--- config.mk ---
export PLATFORM = sky130hd
export DESIGN_NAME = rmcs_dist
export DESIGN_NICKNAME = d
export VERILOG_FILES = /design/src/hw/rtl/rmcs_pkg.sv /design/src/hw/rtl/rmcs_dist.sv
export SDC_FILE = /design/constraint.sdc
export NUM_CORES = 1
export LEC_CHECK = 0
export ABC_AREA = 1
export BUFFER_PORTS_ARGS = -buffer_cell sky130_fd_sc_hd__buf_2
export CORE_MARGIN = 8
export CORE_UTILIZATION = 46
export DETAILED_ROUTE_END_ITERATION = 8
export PLACE_DENSITY = 0.74
export SYNTH_ARGS = -nofsm -noshare
export SYNTH_HDL_FRONTEND = slang
export SYNTH_SLANG_ARGS = --single-unit
--- constraint.sdc ---
create_clock -name clk -period 9.3 [get_ports clk]
set_clock_uncertainty 0.15 [all_clocks]
set_input_delay 1.395 -clock clk [delete_from_list [all_inputs] [get_ports clk]]
set_output_delay 1.395 -clock clk [all_outputs]
set_load 0.01 [all_outputs]
--- src/hw/rtl/rmcs_pkg.sv ---
// ----------------------------------------------------------------------------
// rmcs_pkg: shared types and constants of the redmean nearest color search
// Holds the item payload types, the item kind codes, the controller states
// and the weights of the scaled redmean distance.
// ----------------------------------------------------------------------------
package rmcs_pkg;

    // Default palette depth.
    localparam int DEPTH_DEFAULT = 256;

    // Field widths.
    localparam int CHAN_W = 8;
    localparam int SLOT_W = 8;
    localparam int DIST_W = 29;

    // Distance weights, all scaled by 512.
    localparam logic [10:0] RED_BASE  = 11'd1024;
    localparam logic [10:0] BLUE_BASE = 11'd1534;

    // Item kind codes; the fourth code is unused and ignored.
    typedef enum logic [1:0] {
        KIND_WRITE = 2'd0,
        KIND_CLEAR = 2'd1,
        KIND_QUERY = 2'd2
    } kind_t;

    // One color.
    typedef struct packed {
        logic [CHAN_W-1:0] red;
        logic [CHAN_W-1:0] green;
        logic [CHAN_W-1:0] blue;
    } rgb_t;

    // Input item payload.
    typedef struct packed {
        logic [1:0]        kind;
        logic [SLOT_W-1:0] slot;
        logic [CHAN_W-1:0] red;
        logic [CHAN_W-1:0] green;
        logic [CHAN_W-1:0] blue;
    } req_item_t;

    // Result item payload.
    typedef struct packed {
        logic              found;
        logic [SLOT_W-1:0] best_slot;
        logic [DIST_W-1:0] best_distance;
    } rsp_item_t;

    // Flags that travel with each entry through the distance pipeline.
    typedef struct packed {
        logic live;  // a read of the palette sits in this stage
        logic hit;   // the entry read was marked valid
    } pipe_flags_t;

    // Controller states.
    typedef enum logic [2:0] {
        ST_CLEAR,
        ST_IDLE,
        ST_SCAN,
        ST_DRAIN,
        ST_FINISH
    } state_t;

endpackage

--- src/hw/rtl/rmcs_dist.sv ---
// ----------------------------------------------------------------------------
// rmcs_dist: redmean distance pipeline
// Three stages: component squares and weights, weighted products, final sum.
// Takes one palette entry per cycle and never stalls.
// ----------------------------------------------------------------------------
module rmcs_dist
    import rmcs_pkg::*;
#(
    parameter int IDX_W = 8
)
(
    input  logic              clk,
    input  logic              rst_n,
    input  pipe_flags_t       in_flags,
    input  logic [IDX_W-1:0]  in_idx,
    input  rgb_t              entry,
    input  rgb_t              query,
    output pipe_flags_t       out_flags,
    output logic [IDX_W-1:0]  out_idx,
    output logic [DIST_W-1:0] out_dist,
    output logic              busy
);

    logic [CHAN_W-1:0] dr;
    logic [CHAN_W-1:0] dg;
    logic [CHAN_W-1:0] db;
    logic [8:0]        rsum;

    pipe_flags_t       s1_flags_reg;
    logic [IDX_W-1:0]  s1_idx_reg;
    logic [15:0]       sq_r_reg;
    logic [15:0]       sq_g_reg;
    logic [15:0]       sq_b_reg;
    logic [10:0]       w_r_reg;
    logic [10:0]       w_b_reg;

    pipe_flags_t       s2_flags_reg;
    logic [IDX_W-1:0]  s2_idx_reg;
    logic [26:0]       term_r_reg;
    logic [26:0]       term_g_reg;
    logic [26:0]       term_b_reg;

    pipe_flags_t       s3_flags_reg;
    logic [IDX_W-1:0]  s3_idx_reg;
    logic [DIST_W-1:0] dist_reg;

    // Absolute component differences and the red sum.
    always_comb
    begin
        dr   = (entry.red > query.red) ? entry.red - query.red : query.red - entry.red;
        dg   = (entry.green > query.green) ? entry.green - query.green
                                           : query.green - entry.green;
        db   = (entry.blue > query.blue) ? entry.blue - query.blue
                                         : query.blue - entry.blue;
        rsum = {1'b0, entry.red} + {1'b0, query.red};
    end

    // Stage flags shift down the pipeline; reset empties it.
    always_ff @(posedge clk or negedge rst_n)
    begin
        if (!rst_n)
        begin
            s1_flags_reg <= '0;
            s2_flags_reg <= '0;
            s3_flags_reg <= '0;
        end
        else
        begin
            s1_flags_reg <= in_flags;
            s2_flags_reg <= s1_flags_reg;
            s3_flags_reg <= s2_flags_reg;
        end
    end

    // Stage one: squares of the differences and the red and blue weights.
    always_ff @(posedge clk)
    begin
        s1_idx_reg <= in_idx;
        sq_r_reg   <= {8'd0, dr} * {8'd0, dr};
        sq_g_reg   <= {8'd0, dg} * {8'd0, dg};
        sq_b_reg   <= {8'd0, db} * {8'd0, db};
        w_r_reg    <= RED_BASE + {2'd0, rsum};
        w_b_reg    <= BLUE_BASE - {2'd0, rsum};
    end

    // Stage two: weighted terms; the green weight is a shift.
    always_ff @(posedge clk)
    begin
        s2_idx_reg <= s1_idx_reg;
        term_r_reg <= {16'd0, w_r_reg} * {11'd0, sq_r_reg};
        term_g_reg <= {sq_g_reg, 11'd0};
        term_b_reg <= {16'd0, w_b_reg} * {11'd0, sq_b_reg};
    end

    // Stage three: sum of the three terms.
    always_ff @(posedge clk)
    begin
        s3_idx_reg <= s2_idx_reg;
        dist_reg   <= {2'd0, term_r_reg} + {2'd0, term_g_reg} + {2'd0, term_b_reg};
    end

    assign out_flags = s3_flags_reg;
    assign out_idx   = s3_idx_reg;
    assign out_dist  = dist_reg;
    assign busy      = s1_flags_reg.live | s2_flags_reg.live | s3_flags_reg.live;

endmodule
=== Yosys cells after proc, flatten, opt, wreduce, memory -nomap -nowiden ===
Cells that the tools add are included.

* $add $sub $neg: 11
* Bitwise operators: 2
* Muxes and demuxes: 3
* Multiply operators: 5
* Magnitude comparators: 3

{| class="wikitable"
|+ Operators by type and width
! kind !! number
|-
| $mul 11x16->27 || 2
|-
| $mul 8x8->16 || 3
|-
| $sub 8x8->8 || 6
|-
| $add 28x27->29 || 1
|-
| $add 27x27->28 || 1
|-
| $gt 8x8->1 || 3
|-
| $mux 8 || 3
|-
| $add 11x9->11 const A || 1
|-
| $sub 11x9->11 const A || 1
|-
| $add 8x8->9 || 1
|-
| $or 1x1->1 || 2
|}

* Register bits after elaboration: 199
* Logic and storage cells: 42
* Input port bits: 60

=== Depth between registers and ports, before layout ===
Gate-level depths: netlist of the first run.

* Depth in word-level cells: 3
* Depth in mapped cells: 31

=== Least setup slack after synthesis of the first run ===
Ideal clock, no wire load.

* Kind: in2reg
* Start point: in entry[16] (netlist name)
* End point: reg sq_r_reg[15]
* Data required time: 9033 ps
* Arrival time: 6254 ps
* Stages: 25
* Buffers on the path: 0
* Library setup time: 117 ps
* Setup slack: 2780 ps
* Cells stage by stage: inv_1 ha_1 fa_1 o21ai_4 nand2_2 a21boi_4 nand2_2 nand2_4 inv_4 nor2_2 inv_1 fa_1 inv_1 fa_1 inv_1 fa_1 fa_1 inv_1 ha_1 a21o_1 a21boi_0 o21ai_0 a21oi_1 o21bai_1 nand2_1

* Longest elaborated chain between the ends: 3
* Elaborated cells between the ends (all ways): 5
* Those cells by class: add/sub (2); mul (1); order compare (1); mux (1)

{| class="wikitable"
|+ Ends and longest elaborated chain
! what !! line !! text
|-
| from (decl) || rmcs_dist.sv:16 || <nowiki>input rgb_t entry,</nowiki>
|-
| $sub 8x8->8 / $gt 8x8->1 (equally long branches) || rmcs_dist.sv:50 || <nowiki>dr = (entry.red > query.red) ? entry.red - query.red : query.red - entry.red;</nowiki>
|-
| $mux 8 * || rmcs_dist.sv:50 ||
|-
| $mul 8x8->16 * || rmcs_dist.sv:79 || <nowiki>sq_r_reg <= {8'd0, dr} * {8'd0, dr};</nowiki>
|-
| to (signal assigned) || rmcs_dist.sv:79 ||
|-
| to (decl) || rmcs_dist.sv:31 || <nowiki>logic [15:0] sq_r_reg;</nowiki>
|}

Mark *: on every way between the ends. The rest lies on a longest branch, timed or not.

=== Final worst setup path of the first run ===
Same ends and word-level chain as after synthesis.

==> results of run 1 <==
-- worst reg2reg max path, delay by kind of cell, from the launching register on --
kind                     cells  cell delay, ns
flip-flops                   1            0.78
buffers and inverters        4            0.24
AND/OR/NAND/NOR              6            1.01
XOR/XNOR                     1            0.30
adder cells (fa/ha/maj)      6            2.89
-- metrics by stage --
stage | util (%) | cells | setup slack, ns | hold slack, ns | area [µm²]
floorplan | - | 3123 | 2.78 | 0.160 | 24700
global route | 49.5 | 3887 | 2.27 | 0.186 | 26400
CTS | 49.5 | 3887 | 2.65 | 0.180 | 26400
detailed placement | 48.3 | 3855 | 2.23 | 0.162 | 25800
finish | 49.5 | 3887 | 2.69 | 0.179 | 26400
global placement | 48.3 | 3855 | 2.32 | 0.160 | 25800
-- logic make-up (layout without fill, tap and decap cells) --
logic type	after synthesis	after routing	synth area share [%]
and+or+nand+nor	1065	1065	17.8
buffers and inverters	793	861	12.3
adders and majority gates	646	646	42.5
AOI/OAI and AO/OA	278	278	6.70
DFF	191	191	15.6
xor gates and xnor gates	141	141	5.10
other	2	9	0.0304
-- per-layer routing --
layer | routed length [µm] | GRT usage, % | vias up | part of all wire [%]
met5 | 0 | 0 | - | 0
met4 | 1180 | 5.78 | 0 | 2.3
met3 | 2580 | 2.89 | 97 | 4.9
met2 | 24900 | 31.2 | 454 | 48
met1 | 23700 | 22.4 | 8842 | 45
li1 | - | - | 9509 | -
-- cell type report --
type / instances / area share, %
clock buffers: 17 / 1.61
repair buffers: 100 / 1.90
well taps: 696 / 3.30
inverters: 729 / 10.4
multi-input cells: 2139 / 67.5
flip-flops and latches: 191 / 14.6
clock inverters: 15 / 0.772
-- path summary, 6_finish.rpt --
kind	cells past startpoint	start	end	slack (ns)
max	26	entry[16]	sq_r_reg[15]$_DFF_P_	2.69
min	0	s1_idx_reg[6]$_DFF_P_	s2_idx_reg[6]$_DFF_P_	0.18
min reg2reg	0	s1_idx_reg[6]$_DFF_P_	s2_idx_reg[6]$_DFF_P_	0.18
max in group asynchronous	1	rst_n	s1_flags_reg[1]$_DFF_PN0_	8.28
min in group asynchronous	1	rst_n	out_flags[0]$_DFF_PN0_	0.59
max reg2reg	17	w_r_reg[2]$_DFF_P_	term_r_reg[25]$_DFF_P_	3.82
-- cells in the final DEF (no fill, tap or decap), types with 7 or more instances in the layout --
| master | count |
|---|---|
| dfxtp_1 | 185 |
| a21o_1 | 16 |
| inv_1 | 711 |
| clkbuf_16 | 17 |
| a21oi_1 | 139 |
| a31oi_1 | 7 |
| nor2_1 | 183 |
| nor2_2 | 8 |
| clkinv_8 | 7 |
| nor3_1 | 20 |
| xnor2_1 | 50 |
| o21bai_1 | 20 |
| conb_1 | 9 |
| inv_2 | 16 |
| o21a_1 | 8 |
| ha_1 | 325 |
| nand3_1 | 84 |
| o21ai_0 | 50 |
| nand2_4 | 7 |
| xor2_1 | 88 |
| o21ai_1 | 7 |
| nand2_1 | 702 |
| nand4_1 | 22 |
| buf_2 | 99 |
| fa_1 | 321 |
| nand2_2 | 21 |
==> results.ini, run 1 <==
[outcome]
status = finished, final reports clean

[synthesis]
synthTopCellsByArea = fa_1 26%, ha_1 16%, dfxtp_1 15%
yosysMostFrequentCell = inv_1
syn_inst = 3116
synth.avg_cell_area_um2 = 7.92
synth_area_um2 = 24700
synth-seq-area-share_pct = 15.6
yosys-top-cells-count = 711 x inv_1, 702 x nand2_1, 325 x ha_1, 321 x fa_1, 185 x dfxtp_1
synth_top_area_cell = fa_1
synth-seq-cells = 191
synth_cell_types = 55
postSynth.asyncResetShare_pct = 3.14
ys.warnings.count = 0
synth_ff_type = dfxtp_1
synth_edf_count = 0
synth_top_area_share_pct = 26.0

[timing]
worst_slew_pin_slew_ns = 0.763
max_freq_ghz = 0.151
final-max-slew-violation-count = 0
slew_headroom_pct = 49.0
post-route-period-util_pct = 71.1
finalHoldViolations = 0
setup_viol = 0
fin_crit_ns = 6.61
tns_ns = 0
rsz0062_at_grt = no

[final_layout]
n_antenna_cell = 0
fin_nets = 3884
n_fill_cell = 5182
drive_above_1_share_pct = 6.64
largest_reg_flops = 29
syn2layout_area_growth_pct = 7.06
multi_input_area_um2 = 17800
seq_area_um2 = 3850

[global_route]
grt_pass1_vias = 19800
grt_usage_pct = 17.9
grt_max_degree = 40
overflow = 0
grt_pass1_wl_mm = 91.0
antenna_found_initial = 0

[die]
die_w_um = 248
io_pins = 100
die_height_um = 248
rows = 85
fp.coreArea_um2 = 53400
die-area_um2 = 61300
initial_core_util_pct = 46.2

[clock_network]
clk_pin_slew_ns = 0.07
numCtsBuffers = 17
clock-sinks = 191
clockBufferDepth = 2
hold_buffers = 0
cts_setup_buffers = 0
insertion_delay_ns = 0.47
cts_tree = built
htreeDepth = 4
root_buffer = clkbuf_16
cts-resized-gates = 0

[critical_path]
critPathArrivalTime_ns = 6.81
cp_max_fo = 6
crit_path_top_delay_cell = fa_1
crit_family = adder cells
critPathKind = input pin to register
path_buf_inv = 7
endpoint_kind = register
critPathLaunchType = input pin
cp_slowest_stage_delay_ns = 0.54
required_ns = 9.50

[placement]
io_buffers = 99
place_congestion = 0.899
dp.final_hpwl_mm = 44.7

[route]
drtIter0Drc = 994
avgRoutedWirePerCell_um = 13.5
drt-vias-per-instance = 4.86
drtAntennaViolNets = 0
vias = 18900
firstDrtPassIters = 7
remaining_drc_errors = 0
finalWirelength_mm = 52.3

[worst_hold_path]
min_path_type = register to register

[run]
cap_violations = 0

Power of run 1 is left out: the tool's default activity adds up to more than one toggle a clock period on the data nets, which glitch-free logic cannot reach.
==> run 2: changes to the inputs <==
Settings changed: ABC_AREA 1 to 0.
Clock period 9.3 ns to 6.4 ns, I/O delays scaled along.
==> run 2 against run 1 <==
Synthesized cell count shrank 19%. Routed wire length is essentially flat. Critical path depth shrank 1. Clock-buffer cell count is the same. Setup slack lost 2.6 ns. First-iteration DRC count shrank 15%. Via count shrank 5.3%. Register-to-register slack lost 3.4 ns. Synthesized area shrank 4.9%. Largest cell class unchanged.
==> results.ini, run 2 <==
[die]
fp.coreArea_um2 = 50300  ; -5.8%
die_w_um = 242  ; -2.3%
die-area_um2 = 58500  ; -4.6%
rows = 82  ; -3.5%
initial_core_util_pct = 46.7  ; +0.47 points
io_pins = 100  ; unchanged
die_height_um = 242  ; -2.3%

[global_route]
grt_max_degree = 22  ; -45%
grt_usage_pct = 18.0  ; +0.14 points
grt_pass1_wl_mm = 89.6  ; -1.5%
grt_pass1_vias = 19500  ; -2.0%
overflow = 0  ; unchanged
antenna_found_initial = 0  ; unchanged

[placement]
io_buffers = 99  ; unchanged
dp.final_hpwl_mm = 43.9  ; -1.7%
place_congestion = 0.905  ; +0.72%
placed_cell_area_um2 = 26300  ; +2.1%

[final_layout]
final_common_cell = inv_1
drive_above_1_share_pct = 16.8  ; +10 points
final_area_um2 = 27200  ; +2.9%
syn2layout_area_growth_pct = 15.8
fin_nets = 3509  ; -9.7%
final_cell_mix = 435 x inv_1, 315 x fa_1, 310 x ha_1, 215 x buf_4, 205 x nand2_1
largest_reg_flops = 29  ; unchanged
n_antenna_cell = 0  ; unchanged

[timing]
worst_slew_pin_slew_ns = 0.748  ; -0.0148 ns
final-max-slew-violation-count = 0  ; unchanged
max_freq_ghz = 0.158
finalHoldViolations = 0  ; unchanged
slew_headroom_pct = 49.9  ; +0.83 points
post-route-period-util_pct = 99.0
rsz0062_at_grt = yes
setup_viol = 0  ; unchanged
fin_crit_ns = 6.33

[critical_path]
path_buf_inv = 8  ; +1
required_ns = 6.59  ; -2.91 ns
cp_max_fo = 6  ; unchanged
crit_path_top_delay_cell = fa_1
crit_family = adder cells
cp_common_cell = fa_1
critPathArrivalTime_ns = 6.52  ; -0.29 ns
cp_slowest_stage_delay_ns = 0.51  ; -0.03 ns
critPathKind = input pin to register
endpoint_kind = register
critPathLaunchType = input pin

[route]
remaining_drc_errors = 0  ; unchanged
vias = 17900  ; -5.3%
drtAntennaViolNets = 0  ; unchanged
wl_met2_mm = 27.2  ; +9.4%
firstDrtPassIters = 5  ; -2
finalWirelength_mm = 52.3  ; about the same
drt-vias-per-instance = 5.13  ; +5.5%
drtIter0Drc = 843  ; -15%
avgRoutedWirePerCell_um = 15.0  ; +11%
wl_met3_mm = 2.10  ; -19%
top_layer = met4
m1WireLength_mm = 21.5  ; -9.2%

[clock_network]
clock-sinks = 191  ; unchanged
numCtsBuffers = 17  ; unchanged
htreeDepth = 4  ; unchanged
insertion_delay_ns = 0.46  ; about the same
root_buffer = clkbuf_16
hold_buffers = 0  ; unchanged
cts_tree = built
clockBufferDepth = 2  ; unchanged
clk_pin_slew_ns = 0.07  ; about the same

[run]
cap_violations = 0  ; unchanged

[synthesis]
ys.warnings.count = 0  ; unchanged
synth.avg_cell_area_um2 = 9.26  ; +17%
yosysMostFrequentCell = inv_1
synth_cell_types = 88  ; +60%
synth-seq-cells = 191  ; unchanged
synthTopCellsByArea = fa_1 27%, ha_1 17%, dfxtp_1 16%
synth-seq-area-share_pct = 16.4  ; +0.80 points
synth_top_area_cell = fa_1
synth_ff_type = dfxtp_1
syn_inst = 2535  ; -19%
synth_edf_count = 0  ; unchanged
synth_top_area_share_pct = 27.4  ; +1.3 points
postSynth.asyncResetShare_pct = 3.14  ; unchanged
yosys-top-cells-count = 449 x inv_1, 325 x ha_1, 321 x fa_1, 206 x nand2_1, 185 x dfxtp_1
synth_area_um2 = 23500  ; -4.9%

[worst_hold_path]
min_path_type = input pin to async pin

[outcome]
status = finished, final reports clean

==> run 2: per-layer routing <==
metal / vias up / global-route usage, %
li1: 8587 / -
met1: 8808 / 20.9
met2: 398 / 33.4
met3: 103 / 2.59
met4: 0 / 6.42
met5: - / 0
==> run 2: layout make-up <==
| type | instances | area (µm²) |
|---|---|---|
| inverter | 451 | 1710 |
| timing repair buffer | 320 | 2190 |
| multi-input combinational | 1822 | 18000 |
| clock buffer | 17 | 425 |
| tap | 672 | 841 |
| sequential | 191 | 3850 |
| clock inverter | 15 | 169 |
| fill | 4413 | 23100 |
==> run 2: path summary, 6_finish.rpt <==
check | start | to | slack (ns) | cells after the start
max in group asynchronous | rst_n | s1_flags_reg[1]$_DFF_PN0_ | 5.80 | 1
hold / removal | rst_n | s2_flags_reg[0]$_DFF_PN0_ | 0.16 | 1
setup / recovery | entry[1] | sq_b_reg[15]$_DFF_P_ | 0.07 | 25
min in group clk | sq_g_reg[8]$_DFF_P_ | term_g_reg[19]$_DFF_P_ | 0.17 | 0
setup reg to reg | w_r_reg[2]$_DFF_P_ | term_r_reg[26]$_DFF_P_ | 0.37 | 18
hold reg to reg | sq_g_reg[8]$_DFF_P_ | term_g_reg[19]$_DFF_P_ | 0.17 | 0
==> run 2: cells by family (layout without fill, tap and decap cells) <==
family          after synthesis  in the layout  synth area share [%]
mux                          21             21                 0.986
compound gates              349            349                  9.90
fa+ha+maj                   646            646                  44.7
xor+xnor                    132            132                  5.26
buf+inv                     529            803                  8.75
simple gates                665            665                  13.9
other cells                   2              9                0.0320
flops                       191            191                  16.4
==> run 2: timing repair <==
item	4_1_cts	5_1_grt
gates resized for setup	0	50
setup endpoints to repair	0	8
buffers inserted	0	8
==> run 2: metrics by stage <==
| step | setup slack (ns) | cells | TNS [ns] | hold slack, ns | util (%) |
|---|---|---|---|---|---|
| after CTS | 0.0680 | 3480 | 0 | 0.142 | 53.5 |
| after global routing | -0.0989 | 3488 | -0.191 | 0.153 | 54.1 |
| after global placement | -0.329 | 3448 | -1.76 | 0.162 | 52.3 |
| after floorplan | -0.0674 | 2542 | -0.0821 | 0.160 | - |
| final | 0.0655 | 3488 | 0 | 0.164 | 54.1 |
| after detailed placement | -0.454 | 3448 | -2.78 | 0.162 | 52.3 |
Power of run 2 is left out for the same reason.
